[src/mbe_pkg.sv]
package mbe_pkg;

   localparam int FRAC_BITS = 28;
   localparam int COORD_BITS_DEF = 32;
   localparam int COUNT_BITS_DEF = 16;
   localparam int PIXEL_BITS_DEF = 12;
   localparam int CSR_DATA_BITS = 32;
   localparam int CSR_INDEX_BITS = 3;

   localparam logic [30:0] VIEW_WIDTH_RST = 31'h3800_0000;
   localparam logic [31:0] ZOOM_RST = 32'h0001_0000;
   localparam logic [15:0] LIMIT_RST = 16'd256;
   localparam logic [12:0] FRAME_WIDTH_RST = 13'd800;
   localparam logic [12:0] FRAME_HEIGHT_RST = 13'd600;
   localparam logic [31:0] THREE_QUARTERS = 32'h0C00_0000;
   // ceil(2^33/3): floor(n/3) = (n * THIRD_RECIP) >> 33 for any 32-bit n
   localparam logic [31:0] THIRD_RECIP = 32'hAAAA_AAAB;

   typedef enum logic [CSR_INDEX_BITS-1:0] {
      CSR_VIEW_WIDTH = 3'd0,
      CSR_ZOOM       = 3'd1,
      CSR_X_OFFSET   = 3'd2,
      CSR_Y_OFFSET   = 3'd3,
      CSR_LIMIT      = 3'd4,
      CSR_FRAME_W    = 3'd5,
      CSR_FRAME_H    = 3'd6
   } csr_index_type;

   typedef enum logic [2:0] {
      F_IDLE, F_VH, F_XQ, F_YQ, F_XZ, F_YZ, F_PUSH
   } front_state_type;

   typedef enum logic [1:0] {
      B_IDLE, B_CHECK, B_UPDATE
   } back_state_type;

   typedef struct packed {
      logic full;
      logic empty;
   } queue_status_type;

endpackage

[src/mbe_queue.sv]
module mbe_queue #(
   parameter int DATA_BITS = 64
) (
   input  logic                       clock,
   input  logic                       reset,
   input  logic                       push,
   input  logic [DATA_BITS-1:0]       din,
   input  logic                       pop,
   output logic [DATA_BITS-1:0]       dout,
   output mbe_pkg::queue_status_type  status
);

   logic [DATA_BITS-1:0] mem_ff [2];
   logic [1:0] cnt_ff, cnt_in;
   logic       wp_ff, rp_ff;

   always_comb begin
      cnt_in = cnt_ff;
      if (push && !pop) cnt_in = cnt_ff + 2'd1;
      else if (pop && !push) cnt_in = cnt_ff - 2'd1;
   end

   always_ff @(posedge clock) begin
      if (reset) begin
         cnt_ff <= '0;
         wp_ff <= 1'b0;
         rp_ff <= 1'b0;
      end else begin
         cnt_ff <= cnt_in;
         if (push) wp_ff <= ~wp_ff;
         if (pop) rp_ff <= ~rp_ff;
      end
      if (push) mem_ff[wp_ff] <= din;
   end

   assign dout = mem_ff[rp_ff];
   assign status.full = (cnt_ff == 2'd2);
   assign status.empty = (cnt_ff == 2'd0);

endmodule

[config.mk]
export PLATFORM = sky130hd
export DESIGN_NAME = mbe_queue
export DESIGN_NICKNAME = d
export VERILOG_FILES = /design/src/mbe_pkg.sv /design/src/mbe_queue.sv
export SDC_FILE = /design/constraint.sdc
export NUM_CORES = 1
export LEC_CHECK = 0
export BUFFER_PORTS_ARGS = -buffer_cell sky130_fd_sc_hd__buf_2
export CORE_UTILIZATION = 44
export CTS_BUF_LIST = sky130_fd_sc_hd__clkbuf_8
export CTS_CLUSTER_DIAMETER = 150
export DETAILED_ROUTE_END_ITERATION = 6
export PLACE_DENSITY = 0.72
export SLEW_MARGIN = 20
export SYNTH_ARGS = -nofsm -noshare
export SYNTH_HDL_FRONTEND = slang
export SYNTH_SLANG_ARGS = --single-unit
[constraint.sdc]
create_clock -name clock -period 3.7 [get_ports clock]
set_input_delay 0.555 -clock clock [delete_from_list [all_inputs] [get_ports clock]]
set_output_delay 0.555 -clock clock [all_outputs]
set_load 0.05 [all_outputs]
## Word-level counts from Yosys, hierarchy flattened

Memories as Yosys holds them, arrays and structs flattened. A register that Yosys moved wholly into a read port is not among the register bits.
Cells that the tools add are included.

- Register bits: 4
- Latch bits: 0
- RAM bits: 128
- Memory bits (read-only): 0
- Word-level logic and storage cells: 21
- Memories: 1

Memories:

| memory | words | width | rd ports | clocked after memory_dff | wr ports | line | source |
|---|---|---|---|---|---|---|---|
| mem_ff | 2 | 64 | 1 | 1 | 1 | mbe_queue.sv:13 | `logic [DATA_BITS-1:0] mem_ff [2];` |

- Add/sub/neg operators: 2
- $mul: 0
- Div/mod/pow operators: 0
- Order comparisons: 0
- Eq/ne operators: 1
- Shift-type cells: 0
- Muxes and demuxes: 6
- Bitwise gates (word level): 2
- Reductions and logical operators: 6

Operators with widths:

| operator | number |
|---|---|
| $mux W1 | 4 |
| $mux W2 | 2 |
| $add A2 B1 Y2 const B | 1 |
| $eq A2 B2 Y1 const B | 1 |
| $logic_and A1 B1 Y1 | 2 |
| $logic_not A1 Y1 | 2 |
| $logic_not A2 Y1 | 1 |
| $not A1 Y1 | 2 |
| $reduce_bool A2 Y1 | 1 |
| $sub A2 B1 Y2 const B | 1 |

## Longest topological paths before layout

- Depth in word-level cells: 4
- Mapped depth: 5

## Worst setup path after synthesis

OpenSTA, ideal clock, no wires.

- Path type: input to register
- Start: input push
- End: memory mem_ff[0][0] (enable)
- Setup time: 0.494 ns
- Data arrival time: 3.369 ns
- Required time: 3.206 ns
- Path slack: -0.163 ns
- Cell stages on the path: 1
- Buffers on the path: 0
- Cell sequence: nor2b_1

- Cells in the longest elaborated chain, start to end: 2

Ends and longest elaborated chain:

| what | line | source |
|---|---|---|
| start: declaration | mbe_queue.sv:6 | `input logic push,` |
| $mux W1 | mbe_queue.sv:33 | `if (push) mem_ff[wp_ff] <= din;` |
| $mux W1 (implied by the code) | mbe_queue.sv:33 |  |
| end: declaration | mbe_queue.sv:13 |  |

Every way passes these cells.

==> flow_metrics.py <==
metrics = {
    "clock_tree": {
        "numCtsBuffers": 17,
        "worstSkewPairLatency_ns": 0.41,
        "cts_sinks": 133,
        "cts-resized-gates": 0,
        "clk_root_buffer_cell": "clkbuf_8",
        "postCtsHoldBufs": 0,
        "clock_tree.buffer_depth": 2,
        "post_cts_buffers": 0,
        "htreeDepth": 4,
        "tritoncts": "built",
        "cts.reportedPaths.clkPinSlew_ns": 0.07,
    },
    "floorplan": {
        "die_height_um": 107,
        "die-width_um": 107,
        "die_area_um2": 11400,
        "row_count": 37,
        "initial_core_util_pct": 46.1,
        "io_pins": 134,
        "floorplan.core_area_um2": 10500,
    },
    "flow_run": {
        "timing.max_cap.violations": 0,
    },
    "synthesis": {
        "synth-seq-area-share_pct": 81.4,
        "fraction_of_registers_with_async_set_or_reset_after_synthesis_pct": 0,
        "synth_top_area_cell": "edfxtp_1",
        "yosysWarningCount": 0,
        "synth_top_cells_by_area": "edfxtp_1 (79%), mux2_2 (15%), dfxtp_1 (2.1%)",
        "synthesized_instance_count": 221,
        "synth-edff-count": 128,
        "postSynthNetCount": 290,
        "synth.cells.most_frequent": "edfxtp_1 (128), mux2_2 (64), buf_6 (6)",
        "post-synth-top-area-fraction_pct": 79.3,
        "postSynthRegisterBits": 133,
        "synthesis.area_per_instance_um2": 21.9,
        "yosysMostFrequentCell": "edfxtp_1",
        "netlist_area_um2": 4850,
        "yosys.cell_types.count": 16,
        "yosys_most_used_dff": "edfxtp_1",
    },
    "timing": {
        "timing_worst_slew_pin_value_ns": 0.876,
        "fin_setup_tns_ns": 0,
        "max_freq_mhz": 367,
        "final_hold_viol_count": 0,
        "layout_min_cycle_time_ns": 2.72,
        "final.period_utilization_pct": 73.6,
        "setup_violations": 0,
        "timing.clock.skew_ns": 0.00796,
        "worst_slew_slack_as_a_fraction_of_its_limit_pct": 41.6,
        "final-max-slew-violation-count": 0,
        "rsz0062_at_grt": "no",
    },
    "final_layout": {
        "area_delta_synth_final_pct": 25.6,
        "nNetsFinal": 438,
        "end_of_flow_core_utilization_pct": 57.9,
        "final_cells": 518,
        "final_layout_size_suffix_gt1_share_pct": 61.0,
        "number_of_antenna_diodes": 0,
    },
    "min_path": {
        "min_path_type": "in2reg",
        "worst_hold_startpoint": "din[15]",
    },
    "detailed_routing": {
        "detail_routed_via_count_per_cell": 4.78,
        "drt_pre_antenna_iters": 4,
        "wl_per_cell_um": 15.4,
        "drt_wl_total_um": 7970,
        "post-route-drc-count": 0,
        "route.vias.total": 2474,
        "detailed_router_s_first_iteration_violation_count": 102,
        "final_antenna_net_count": 0,
    },
    "worst_setup_path": {
        "timing.critical_path.required_ns": 3.14,
        "crit_path_top_delay_cell": "dfxtp_2",
        "rr_startpoint": "wp_ff",
        "cp.arrival_ns": 2.17,
        "setup.worst_path.class": "reg2out",
        "cp_cell_sequence": "buf_12 > mux2_2 > buf_2",
        "worst_path_largest_cell_delay_ns": 0.83,
        "r2r_slack_ns": 2.10,
        "start_kind": "flop",
        "path_max_fanout": 35,
        "worst_setup_path_end_kind": "output pin",
    },
    "power": {
        "pwr_density_cell_nw_per_um2": 599,
        "p_leak_uw": 0.00230,
        "vdd_ir_drop_max_uv": 266,
    },
    "global_route": {
        "grt_antenna_before_repair": 0,
        "global_route.usage.met3_pct": 5.71,
        "grt_use_met1_pct": 16.8,
        "grt_pass1_wl_um": 12100,
        "globalRoute.totalOverflow": 0,
        "grt_usage_pct": 14.7,
        "global_route.usage.met2_pct": 24.1,
        "grt_max_degree": 65,
        "global_route.peak_usage_layer": "met2",
        "first_global_vias": 2531,
    },
    "status": {
        "run_status": "finished clean",
    },
    "placement": {
        "placedCellCount": 486,
        "routabilityCongestion": 0.640,
        "place_hpwl_um": 5030,
        "io_port_bufs": 133,
    },
}
[kinds of logic (layout without fill, tap and decap cells)]
kind of cell	after synthesis	in the layout	share of synthesized area, %
adder cells (fa/ha/maj)	1	1	0.258
buffers and inverters	8	169	1.63
XOR/XNOR	4	4	0.723
flip-flops	133	133	81.4
AND/OR/NAND/NOR	9	9	0.955
AO/OA/AOI/OAI	2	2	0.206
multiplexers	64	64	14.9
[metrics by stage]
| step | total power [µW] | hold slack [ns] | setup WS (ns) | cell area [µm²] |
|---|---|---|---|---|
| 3_3_place_gp | 2410 | 0.479 | 1.41 | 5650 |
| 4_1_cts | 3690 | 0.293 | 0.939 | 6090 |
| 6_report | 3640 | 0.324 | 0.978 | 6090 |
| 5_1_grt | 3770 | 0.284 | 0.850 | 6090 |
| 3_5_place_dp | 2420 | 0.511 | 1.39 | 5650 |
| 2_1_floorplan | 2280 | 0.461 | 1.03 | 4850 |
[routing by layer]
metal	part of all wire [%]	wire, µm
met4	1.1	90
met3	6.7	531
met5	0	0
met2	51	4050
met1	41	3300
[state kept, by name, indices dropped and copies added, names as in the netlist, named ones only]
name and flops:
wp_ff 1, rp_ff 1, mem_ff 128, cnt_ff 2
[worst max-delay path: cells and delay by family, from the launching register on]
| family | cells | cell delay [ns] |
|---|---|---|
| flops | 1 | 0.83 |
| mux | 1 | 0.38 |
| buf+inv | 2 | 0.53 |
[worst paths after layout]
check | to | cells past startpoint
worst max register to register | mem_ff[1][55] | 1
worst min register to register | cnt_ff[1] | 2
worst max-delay path | dout[28] | 3
worst min-delay path | mem_ff[0][15] | 1
[layout by cell type, fill, tap and decap left out, drive strengths merged]
cell	synthesis	layout
clkinv	0	2
inv	1	3
a21oi	1	1
and2	1	1
mux2	64	64
ha	1	1
nor2	5	5
clkbuf	0	22
o21ai	1	1
edfxtp	128	128
xor2	2	2
dfxtp	5	5
clkinvlp	0	3
bufinv	0	3
buf	7	136
and2b	1	1
xnor2	2	2
or3	1	1
nor2b	1	1
[where the power goes]
part	internal [µW]	switching, µW	total, µW
logic	171	421	592
registers	1760	35.7	1790
clock network	749	512	1260
[layout make-up]
cell class,count,area (µm²)
Clock buffer,22,303
Clock inverter,10,129
Fill cell,831,4420
Inverter,1,3.75
Multi-Input combinational cell,80,835
Sequential cell,133,3950
Tap cell,136,170
Timing Repair Buffer,136,701
Power figures use the tool's default switching activity.
