<file path="config.mk">
export PLATFORM = sky130hd
export DESIGN_NAME = mbe_front
export DESIGN_NICKNAME = d
export VERILOG_FILES = /design/src/mbe_pkg.sv /design/src/mbe_div.sv /design/src/mbe_front.sv
export SDC_FILE = /design/constraint.sdc
export NUM_CORES = 2
export LEC_CHECK = 0
export ABC_AREA = 1
export ABC_CLOCK_PERIOD_IN_PS = 13800
export BUFFER_PORTS_ARGS = -buffer_cell sky130_fd_sc_hd__clkbuf_2
export CORE_UTILIZATION = 25
export CTS_CLUSTER_DIAMETER = 50
export DETAILED_ROUTE_END_ITERATION = 7
export MAX_ROUTING_LAYER = met4
export SLEW_MARGIN = 25
export SYNTH_ARGS = -nofsm -noshare
export SYNTH_HDL_FRONTEND = slang
export SYNTH_SLANG_ARGS = --single-unit
</file>
<file path="constraint.sdc">
create_clock -name clock -period 13.8 [get_ports clock]
set_input_delay 4.14 -clock clock [delete_from_list [all_inputs] [get_ports clock]]
set_output_delay 4.14 -clock clock [all_outputs]
set_load 0.02 [all_outputs]
</file>
<file path="src/mbe_pkg.sv">
package mbe_pkg;

   localparam int FRAC_BITS = 28;
   localparam int COORD_BITS_DEF = 32;
   localparam int COUNT_BITS_DEF = 16;
   localparam int PIXEL_BITS_DEF = 12;
   localparam int CSR_DATA_BITS = 32;
   localparam int CSR_INDEX_BITS = 3;

   localparam logic [30:0] VIEW_WIDTH_RST = 31'h3800_0000;
   localparam logic [31:0] ZOOM_RST = 32'h0001_0000;
   localparam logic [15:0] LIMIT_RST = 16'd256;
   localparam logic [12:0] FRAME_WIDTH_RST = 13'd800;
   localparam logic [12:0] FRAME_HEIGHT_RST = 13'd600;
   localparam logic [31:0] THREE_QUARTERS = 32'h0C00_0000;
   // ceil(2^33/3): floor(n/3) = (n * THIRD_RECIP) >> 33 for any 32-bit n
   localparam logic [31:0] THIRD_RECIP = 32'hAAAA_AAAB;

   typedef enum logic [CSR_INDEX_BITS-1:0] {
      CSR_VIEW_WIDTH = 3'd0,
      CSR_ZOOM       = 3'd1,
      CSR_X_OFFSET   = 3'd2,
      CSR_Y_OFFSET   = 3'd3,
      CSR_LIMIT      = 3'd4,
      CSR_FRAME_W    = 3'd5,
      CSR_FRAME_H    = 3'd6
   } csr_index_type;

   typedef enum logic [2:0] {
      F_IDLE, F_VH, F_XQ, F_YQ, F_XZ, F_YZ, F_PUSH
   } front_state_type;

   typedef enum logic [1:0] {
      B_IDLE, B_CHECK, B_UPDATE
   } back_state_type;

   typedef struct packed {
      logic full;
      logic empty;
   } queue_status_type;

endpackage

</file>
<file path="src/mbe_div.sv">
module mbe_div #(
   parameter int NUM_BITS = 60
) (
   input  logic                clock,
   input  logic                reset,
   input  logic                start,
   input  logic [NUM_BITS-1:0] num,
   input  logic [31:0]         den,
   output logic                done,
   output logic [NUM_BITS-1:0] quot
);

   localparam int CNT_BITS = $clog2(NUM_BITS);

   logic                busy_ff, busy_in;
   logic                done_ff, done_in;
   logic [CNT_BITS-1:0] cnt_ff, cnt_in;
   logic [32:0]         rem_ff, rem_in;
   logic [NUM_BITS-1:0] quo_ff, quo_in;
   logic [31:0]         den_ff, den_in;
   logic [32:0]         rem_sh;

   // restoring division, one quotient bit per cycle
   always_comb begin
      busy_in = busy_ff;
      done_in = 1'b0;
      cnt_in = cnt_ff;
      rem_in = rem_ff;
      quo_in = quo_ff;
      den_in = den_ff;
      rem_sh = {rem_ff[31:0], quo_ff[NUM_BITS-1]};
      if (start && !busy_ff) begin
         busy_in = 1'b1;
         cnt_in = CNT_BITS'(NUM_BITS - 1);
         rem_in = '0;
         quo_in = num;
         den_in = den;
      end else if (busy_ff) begin
         if (rem_sh >= {1'b0, den_ff}) begin
            rem_in = rem_sh - {1'b0, den_ff};
            quo_in = {quo_ff[NUM_BITS-2:0], 1'b1};
         end else begin
            rem_in = rem_sh;
            quo_in = {quo_ff[NUM_BITS-2:0], 1'b0};
         end
         cnt_in = cnt_ff - CNT_BITS'(1);
         if (cnt_ff == '0) begin
            busy_in = 1'b0;
            done_in = 1'b1;
         end
      end
   end

   always_ff @(posedge clock) begin
      if (reset) begin
         busy_ff <= 1'b0;
         done_ff <= 1'b0;
      end else begin
         busy_ff <= busy_in;
         done_ff <= done_in;
      end
      cnt_ff <= cnt_in;
      rem_ff <= rem_in;
      quo_ff <= quo_in;
      den_ff <= den_in;
   end

   assign done = done_ff;
   assign quot = quo_ff;

endmodule

</file>
<file path="src/mbe_front.sv">
module mbe_front #(
   parameter int COORD_BITS = mbe_pkg::COORD_BITS_DEF,
   parameter int PIXEL_BITS = mbe_pkg::PIXEL_BITS_DEF
) (
   input  logic                         clock,
   input  logic                         reset,
   input  logic                         start,
   input  logic [PIXEL_BITS-1:0]        pixel_column,
   input  logic [PIXEL_BITS-1:0]        pixel_row,
   output logic                         busy,
   input  logic [30:0]                  view_width,
   input  logic [31:0]                  zoom_factor,
   input  logic signed [31:0]           x_offset,
   input  logic signed [31:0]           y_offset,
   input  logic [12:0]                  frame_width,
   input  logic [12:0]                  frame_height,
   input  mbe_pkg::queue_status_type    q_status,
   output logic                         q_push,
   output logic [2*COORD_BITS-1:0]      q_data
);

   localparam int NUM_BITS = 48 + PIXEL_BITS;
   localparam int WW = ((NUM_BITS > COORD_BITS) ? NUM_BITS : COORD_BITS) + 2;
   localparam logic signed [WW-1:0] CMAX_W =
      {{(WW-COORD_BITS+1){1'b0}}, {(COORD_BITS-1){1'b1}}};
   localparam logic signed [WW-1:0] CMIN_W = ~CMAX_W;

   mbe_pkg::front_state_type state_ff, state_in;
   logic                       go_ff, go_in;
   logic [PIXEL_BITS-1:0]      col_ff, row_ff;
   logic [30:0]                vh_ff;
   logic signed [NUM_BITS-1:0] tx_ff, ty_ff;
   logic signed [COORD_BITS-1:0] cre_ff, cim_ff;

   logic [NUM_BITS-1:0] num;
   logic [31:0]         den;
   logic                div_done;
   logic [NUM_BITS-1:0] quot;
   logic signed [NUM_BITS-1:0] t_sel, t_mag;
   logic signed [WW-1:0] qz, c1, c2, c3;
   logic signed [31:0]   off_sel;
   logic [63:0]          vh_prod;

   function automatic logic signed [WW-1:0] sat_c(input logic signed [WW-1:0] v);
      if (v > CMAX_W) return CMAX_W;
      if (v < CMIN_W) return CMIN_W;
      return v;
   endfunction

   // view height 2*vw/3 by reciprocal multiplication
   always_comb begin
      vh_prod = 64'({view_width, 1'b0}) * 64'(mbe_pkg::THIRD_RECIP);
   end

   always_comb begin
      t_sel = (state_ff == mbe_pkg::F_XZ) ? tx_ff : ty_ff;
      t_mag = t_sel[NUM_BITS-1] ? -t_sel : t_sel;
      num = '0;
      den = 32'd1;
      unique case (state_ff)
         mbe_pkg::F_XQ: begin
            num = NUM_BITS'(view_width) * NUM_BITS'(col_ff);
            den = (frame_width == '0) ? 32'd1 : 32'(frame_width);
         end
         mbe_pkg::F_YQ: begin
            num = NUM_BITS'(vh_ff) * NUM_BITS'(row_ff);
            den = (frame_height == '0) ? 32'd1 : 32'(frame_height);
         end
         mbe_pkg::F_XZ, mbe_pkg::F_YZ: begin
            num = NUM_BITS'(t_mag) << 16;
            den = (zoom_factor == '0) ? 32'd1 : zoom_factor;
         end
         default: begin
         end
      endcase
   end

   mbe_div #(.NUM_BITS(NUM_BITS)) u_div (
      .clock(clock), .reset(reset), .start(go_ff), .num(num), .den(den),
      .done(div_done), .quot(quot)
   );

   // quotient of the zoom step, signed, then pan and clamp; the real part also gets -0.75
   always_comb begin
      off_sel = (state_ff == mbe_pkg::F_XZ) ? x_offset : y_offset;
      qz = t_sel[NUM_BITS-1] ? -$signed(WW'({1'b0, quot})) : $signed(WW'({1'b0, quot}));
      c1 = sat_c(qz);
      c2 = sat_c(c1 + WW'(off_sel));
      c3 = sat_c(c2 - WW'($signed(mbe_pkg::THREE_QUARTERS)));
   end

   always_comb begin
      state_in = state_ff;
      go_in = 1'b0;
      q_push = 1'b0;
      unique case (state_ff)
         mbe_pkg::F_IDLE: begin
            if (start) state_in = mbe_pkg::F_VH;
         end
         mbe_pkg::F_VH: begin
            state_in = mbe_pkg::F_XQ;
            go_in = 1'b1;
         end
         mbe_pkg::F_XQ: begin
            if (div_done) begin
               state_in = mbe_pkg::F_YQ;
               go_in = 1'b1;
            end
         end
         mbe_pkg::F_YQ: begin
            if (div_done) begin
               state_in = mbe_pkg::F_XZ;
               go_in = 1'b1;
            end
         end
         mbe_pkg::F_XZ: begin
            if (div_done) begin
               state_in = mbe_pkg::F_YZ;
               go_in = 1'b1;
            end
         end
         mbe_pkg::F_YZ: begin
            if (div_done) state_in = mbe_pkg::F_PUSH;
         end
         mbe_pkg::F_PUSH: begin
            if (!q_status.full) begin
               q_push = 1'b1;
               state_in = mbe_pkg::F_IDLE;
            end
         end
         default: state_in = mbe_pkg::F_IDLE;
      endcase
   end

   always_ff @(posedge clock) begin
      if (reset) begin
         state_ff <= mbe_pkg::F_IDLE;
         go_ff <= 1'b0;
      end else begin
         state_ff <= state_in;
         go_ff <= go_in;
      end
      if (state_ff == mbe_pkg::F_IDLE && start) begin
         col_ff <= pixel_column;
         row_ff <= pixel_row;
      end
      if (state_ff == mbe_pkg::F_VH) vh_ff <= vh_prod[63:33];
      if (div_done) begin
         unique case (state_ff)
            mbe_pkg::F_XQ: tx_ff <= $signed(quot) - $signed(NUM_BITS'(view_width >> 1));
            mbe_pkg::F_YQ: ty_ff <= $signed(quot) - $signed(NUM_BITS'(vh_ff >> 1));
            mbe_pkg::F_XZ: cre_ff <= COORD_BITS'(c3);
            mbe_pkg::F_YZ: cim_ff <= COORD_BITS'(c2);
            default: begin
            end
         endcase
      end
   end

   assign busy = (state_ff != mbe_pkg::F_IDLE);
   assign q_data = {cre_ff, cim_ff};

endmodule

</file>
* Yosys cells after proc, flatten, opt, wreduce, memory -nomap -nowiden
Cells that the tools add are included.
Storage, ports and cells: input bits 182, logic and storage cells 113, output and inout bits 66, bits in registers 375
Cells by class: bitwise logic cells 1, $lt $le $gt $ge 7, equal/unequal tests 12, reductions and logical operators 18, muxes and demuxes 49, $mul 3, add/subtract/negate cells 8
Operators by type and width (number):
- 62-bit two-way mux | 9
- 32-bit two-way mux | 7
- 62-bit by 32-bit greater-than comparator with 1-bit output (second input constant) | 3
- 62-bit by 32-bit less-than comparator with 1-bit output (second input constant) | 3
- 60-bit two-way mux | 3
- 60-bit case mux with 3 select lines | 1
- 60-bit by 31-bit subtractor with 60-bit output | 2
- 32-bit case mux with 3 select lines | 1
- 31-bit by 12-bit multiplier with 43-bit output | 2
- 31-bit by 32-bit multiplier with 63-bit output (second input constant) | 1
- 62-bit by 32-bit adder with 62-bit output | 1
- 60-bit negation with 62-bit output | 1
- 62-bit by 29-bit subtractor with 62-bit output (second input constant) | 1
- 44-bit two-way mux | 1
- 44-bit negation | 1
- 33-bit by 32-bit greater-or-equal comparator with 1-bit output | 1
- 32-bit zero test | 1
- 32-bit subtractor | 1
- 13-bit zero test | 2
- 13-bit two-way mux | 2
- 3-bit case mux with 7 select lines | 1
- 3-bit two-way mux | 6
- 1-bit two-way mux | 17
- 3-bit == test (second input constant) | 3
- 17 further kinds | 27

* Depth between registers and ports, before layout
word-level depth 20, gate-level depth with buffers 66, depth with buffers taken out 64

* Hierarchy
A second synthesis with hierarchy kept.
Second synthesis, totals: cells, all modules 8620, area total of the unflattened synthesis 64275.4 sq um
Modules (own cells, without submodules):
- mbe_front | sequential area each 6356.1 sq um, area an instance 56355.3 sq um, cells an instance 7534, instances 1
- mbe_div | sequential area each 3563.4 sq um, area an instance 7920.1 sq um, cells an instance 1086, instances 1

* Worst setup path before layout
Ideal clock, no wire load.
path type input to register, from input view_width[4], to register vh_ff[30] (data pin), slack 2.985 ns, library setup time 0.265 ns, arrival 10.550 ns, stages 28, buffers on the path 0, data required time 13.535 ns, cells stage by stage ha_1 ha_1 inv_1 fa_1 inv_1 fa_1 inv_1 fa_1 inv_1 fa_1 fa_1 fa_1 ha_1 nand4_1 nor2_1 nand3_1 nand3_1 nand3_1 nand2_1 nand3_1 o211ai_1 a21oi_1 o31ai_1 a21oi_1 o21ai_0 a21boi_0 o21ai_0 xor2_1
On the way: word-level cells in the longest chain between the ends 1
Ends and longest elaborated chain:
- from (decl) | line mbe_front.sv:11 | input logic [30:0] view_width,
- 31-bit by 32-bit multiplier with 63-bit output | line mbe_front.sv:52 | vh_prod = 64'({view_width, 1'b0}) * 64'(mbe_pkg::THIRD_RECIP);
- named net vh_prod[63] | line mbe_front.sv:42 | logic [63:0] vh_prod;
- to (signal assigned) | line mbe_front.sv:147 | if (state_ff == mbe_pkg::F_VH) vh_ff <= vh_prod[63:33];
- to (decl) | line mbe_front.sv:31 | logic [30:0] vh_ff;
The timed path passes the listed nets, and every way through them passes these cells. A chain may end at the register's enable or synchronous reset.

* Final worst setup path
from register state_ff[2], to register cre_ff[6] (data pin)
On the way: word-level cells in the longest chain between the ends 20, elaborated cells between the ends (all ways) 30, those cells by class add/sub: 2; order compare: 6; eq/ne: 1; mux: 21
Ends and longest elaborated chain:
- from (decl) | line mbe_front.sv:28 | mbe_pkg::front_state_type state_ff, state_in;
- from (signal assigned) | line mbe_front.sv:137 | state_ff <= mbe_pkg::F_IDLE;
- from (signal assigned) | line mbe_front.sv:140 | state_ff <= state_in;
- 3-bit == test (*) | line mbe_front.sv:56, mbe_front.sv:85
- 60-bit two-way mux | line mbe_front.sv:56 | t_sel = (state_ff == mbe_pkg::F_XZ) ? tx_ff : ty_ff;
- 62-bit two-way mux | line mbe_front.sv:86 | qz = t_sel[NUM_BITS-1] ? -$signed(WW'({1'b0, quot})) : $signed(WW'({1'b0, quot}));
- 62-bit by 32-bit less-than comparator with 1-bit output | line mbe_front.sv:46 | if (v < CMIN_W) return CMIN_W;
- 1-bit two-way mux (2 in series) | line mbe_front.sv:46
- 62-bit two-way mux | line mbe_front.sv:47 | return v;
- 62-bit two-way mux | line mbe_front.sv:46
- 62-bit by 32-bit adder with 62-bit output (*) | line mbe_front.sv:88 | c2 = sat_c(c1 + WW'(off_sel));
- 62-bit by 32-bit less-than comparator with 1-bit output | line mbe_front.sv:46
- 1-bit two-way mux (2 in series) | line mbe_front.sv:46
- 62-bit two-way mux | line mbe_front.sv:47
- 62-bit two-way mux (*) | line mbe_front.sv:46
- 62-bit by 29-bit subtractor with 62-bit output (*) | line mbe_front.sv:89 | c3 = sat_c(c2 - WW'($signed(mbe_pkg::THREE_QUARTERS)));
- 62-bit by 32-bit less-than comparator with 1-bit output | line mbe_front.sv:46
- 1-bit two-way mux (2 in series) | line mbe_front.sv:46
- 32-bit two-way mux | line mbe_front.sv:47
- 32-bit two-way mux (*) | line mbe_front.sv:46
- to (signal assigned) | line mbe_front.sv:152 | mbe_pkg::F_XZ: cre_ff <= COORD_BITS'(c3);
- to (decl) | line mbe_front.sv:33 | logic signed [COORD_BITS-1:0] cre_ff, cim_ff;
Mark *: on every way between the ends. The rest lies on a longest branch, timed or not. The select of a mux whose other input is x is not followed.

==> PnR_summary.wiki <==
{| class="wikitable"
! Metric !! Value
|-
| Filler Cell Count || 27,500
|-
| Final-stage net count || 10,100
|-
| Buffer count from post-CTS setup fixing || 0
|-
| Layout overhead on the synthesized area || 10.7%
|-
| Routability-driven placement congestion ratio || 0.978
|-
| Max Fclk || 81.5 MHz
|-
| Most Frequent Cell on Critical Path || sky130_fd_sc_hd__nand2_1
|-
| Post-Synthesis Mean Instance Area || 7.59 um2
|-
| TritonCTS Sinks || 345
|-
| Count of cell types in the netlist || 63
|-
| Total of warnings raised by yosys || 0
|-
| Status || finished, violations left
|-
| Number of antenna violations at the first check in global routing || 10
|-
| Port Buf Inserts || 246
|-
| Part of the Yosys area used for sequential elements || 15.7%
|-
| Router iterations before antenna repair || 8
|-
| Critical Path Slowest Stage Cell || sky130_fd_sc_hd__o41ai_1
|-
| Worst EP required || 14.21 ns
|-
| Chip height || 505 um
|-
| Congestion Overflow GR || 0
|-
| Commonest non-fill, non-tap cell in the layout || sky130_fd_sc_hd__nand2_1
|-
| Worst-path clk slew || 0.06 ns
|-
| Number of DRC markers after the initial detailed-route iteration || 4,648
|-
| Critical path type || reg -> reg
|-
| Max H-tree Level || 2
|-
| Max-slew headroom || 25.1%
|-
| Highest-count cells in the layout ignoring fill and taps || 2,124 x sky130_fd_sc_hd__nand2_1, 1,701 x sky130_fd_sc_hd__inv_1, 824 x sky130_fd_sc_hd__fa_1, 604 x sky130_fd_sc_hd__ha_1, 575 x sky130_fd_sc_hd__nor2_1
|-
| Endpoint type of the worst setup path || flop
|-
| Number of synthesized flops with an enable pin || 301
|-
| Width of the die || 505 um
|-
| Pins Over Slew Limit || 0
|-
| Number of max-cap violations || 0
|-
| Tightest Hold Check Type || reg -> reg
|-
| Hold violation count in the final report || 0
|-
| Crit path largest cell delay || 0.93 ns
|-
| Data arrival time of the critical path || 12.68 ns
|-
| Core region area || 251,000 um2
|-
| Violated checks || DRC
|-
| Post-synthesis async set-or-reset flop share || 0%
|-
| Count of nets left with antenna violations after detail routing || 0
|-
| Cell count after synthesis || 8,330
|-
| Count of vias placed by the detailed router || 54,900
|-
| CTS buffer count || 53
|-
| Post-route minimum period || 12.27 ns
|-
| Largest net degree at the start of global routing || 66
|-
| Post-synthesis instance area || 63,300 um2
|-
| TritonCTS clock tree || yes
|-
| Via density || 4.64
|-
| Post-detail-place hpwl || 169 mm
|-
| Via count of the first global-routing pass || 53,900
|-
| Area share of the largest cell type after synthesis || 26.1%
|-
| Flip-flop and latch count after synthesis || 345
|-
| Initial core utilization || 25.2%
|-
| Largest fanout of any net on the critical path || 40
|-
| Final setup TNS || 0 ns
|-
| Global-route usage over all layers || 16.4%
|-
| Worst skew pair latency || 0.70 ns
|-
| DRC violation count after routing || 196
|-
| Site row count || 184
|-
| Cell taking the most area after synthesis || sky130_fd_sc_hd__fa_1
|-
| Fin crit share || 88.9%
|-
| Number of instances resized during post-cts repair || 0
|-
| Fraction of final layout cells sized beyond drive strength 1 || 6.33%
|-
| Clock tree root buffer cell || sky130_fd_sc_hd__clkbuf_16
|-
| Maximum buffer depth of the clock tree || 3
|-
| RSZ-0062 raised after global routing || no
|-
| Routed WL || 205 mm
|-
| Flip-flop cell with the highest count after synthesis || sky130_fd_sc_hd__edfxtp_1
|-
| Wire length of the first global-routing pass || 317 mm
|-
| I/O Pins || 248
|-
| Avg WL per Cell || 17.3 um
|-
| Critical Path Start Type || flop
|-
| Total setup violations reported at the end of the flow || 0
|-
| Number of nets in the synthesized netlist || 9,940
|-
| Cell types with the largest area share after synthesis || sky130_fd_sc_hd__fa_1 26%, sky130_fd_sc_hd__edfxtp_1 14%, sky130_fd_sc_hd__nand2_1 13%, sky130_fd_sc_hd__ha_1 12%, sky130_fd_sc_hd__inv_1 10%
|-
| Clock skew || 0.0619 ns
|-
| Number of hold-repair buffers added at the cts stage || 0
|-
| Slew @ Worst Pin || 1.11 ns
|-
| Die area || 255,000 um2
|}
layout make-up:
cell class,instances,area [um2],area share (%)
multi-input combinational,6025,46000,65.6
sequential,345,9920,14.2
inverter,1720,6460,9.22
tap,3348,4190,5.98
timing repair buffer,308,1720,2.45
clock buffer,58,1350,1.92
clock inverter,40,462,0.659
antenna,4,10.0,0.0143
Yosys cell counts, types with 18 or more instances:
cell                       instances
sky130_fd_sc_hd__o41ai_1          21
sky130_fd_sc_hd__a21oi_1         456
sky130_fd_sc_hd__edfxtp_1        301
sky130_fd_sc_hd__nor4_1           28
sky130_fd_sc_hd__a21o_1           19
sky130_fd_sc_hd__nand4_1          62
sky130_fd_sc_hd__mux2i_1          18
sky130_fd_sc_hd__o22ai_1          18
sky130_fd_sc_hd__or2_2            27
sky130_fd_sc_hd__o21ai_0         381
sky130_fd_sc_hd__nor2_1          584
sky130_fd_sc_hd__a22oi_1          19
sky130_fd_sc_hd__ha_1            604
sky130_fd_sc_hd__nand2_1        2126
sky130_fd_sc_hd__fa_1            824
sky130_fd_sc_hd__a31oi_1          41
sky130_fd_sc_hd__xor2_1          163
sky130_fd_sc_hd__clkbuf_1        199
sky130_fd_sc_hd__dfxtp_1          44
sky130_fd_sc_hd__nand3_1         253
sky130_fd_sc_hd__o211ai_1         26
sky130_fd_sc_hd__mux2_2           31
sky130_fd_sc_hd__nor3_1           55
sky130_fd_sc_hd__xnor2_1          82
sky130_fd_sc_hd__o21bai_1         24
sky130_fd_sc_hd__inv_1          1703
layer usage:
metal | global-route usage [%] | share of wire (%)
met1 | 23.0 | 47
met2 | 24.9 | 44
met3 | 2.10 | 7.2
met4 | 3.96 | 2.5
met5 | - | 0
final timing paths:
check                                                  start                      endpoint  slack [ns]  cells past startpoint
worst max-delay path                state_ff[2]$_SDFFE_PP0P_       cre_ff[6]$_SDFFCE_PN1P_        1.53                     47
worst min-delay path            u_div.rem_ff[1]$_SDFFE_PP0P_  u_div.rem_ff[1]$_SDFFE_PP0P_        0.47                      2
worst max register to register      state_ff[2]$_SDFFE_PP0P_       cre_ff[6]$_SDFFCE_PN1P_        1.53                     47
worst min register to register  u_div.rem_ff[1]$_SDFFE_PP0P_  u_div.rem_ff[1]$_SDFFE_PP0P_        0.47                      2
sequential cells by signal, indices dropped and copies added (netlist names):
register and count:
vh_ff 31, u_div.done 1, tx_ff 45, cim_ff 32, col_ff 12, row_ff 12
ty_ff 45, u_div.den_ff 32, u_div.busy_ff 1, u_div.rem_ff 32, state_ff 3, cre_ff 32
go_ff 1, u_div.cnt_ff 6, u_div.quot 60
kinds of logic (layout without fill, tap and decap cells):
| logic type | after synthesis | in the layout | share of synthesized area (%) |
|---|---|---|---|
| simple gates | 3199 | 3199 | 20.4 |
| buf+inv | 1960 | 2126 | 11.8 |
| fa+ha+maj | 1428 | 1428 | 38.0 |
| compound gates | 1104 | 1104 | 9.84 |
| flops | 345 | 345 | 15.7 |
| xor+xnor | 245 | 245 | 3.39 |
| mux | 49 | 49 | 0.837 |
| other cells | 0 | 4 | 0 |
critical path, delay by kind of cell, from the launching register on:
family,cells,cell delay [ns]
compound gates,5,2.93
fa+ha+maj,4,1.54
buf+inv,7,1.36
flops,1,0.73
simple gates,31,5.35
through the flow:
step / setup slack [ns] / area, um2 / hold slack [ns] / std cells / utilization [%]
6_report: 1.53 / 70000 / 0.468 / 11800 / 27.9
3_3_place_gp: 1.22 / 68200 / 0.459 / 11700 / 27.1
4_1_cts: 1.86 / 70000 / 0.472 / 11800 / 27.8
5_1_grt: 0.769 / 70000 / 0.489 / 11800 / 27.9
3_5_place_dp: 1.23 / 68200 / 0.461 / 11700 / 27.1
2_1_floorplan: 2.98 / 63300 / 0.445 / 8330 / -
Power is left out: the tool's default activity adds up to more than one toggle a clock period on the data nets, which glitch-free logic cannot reach.
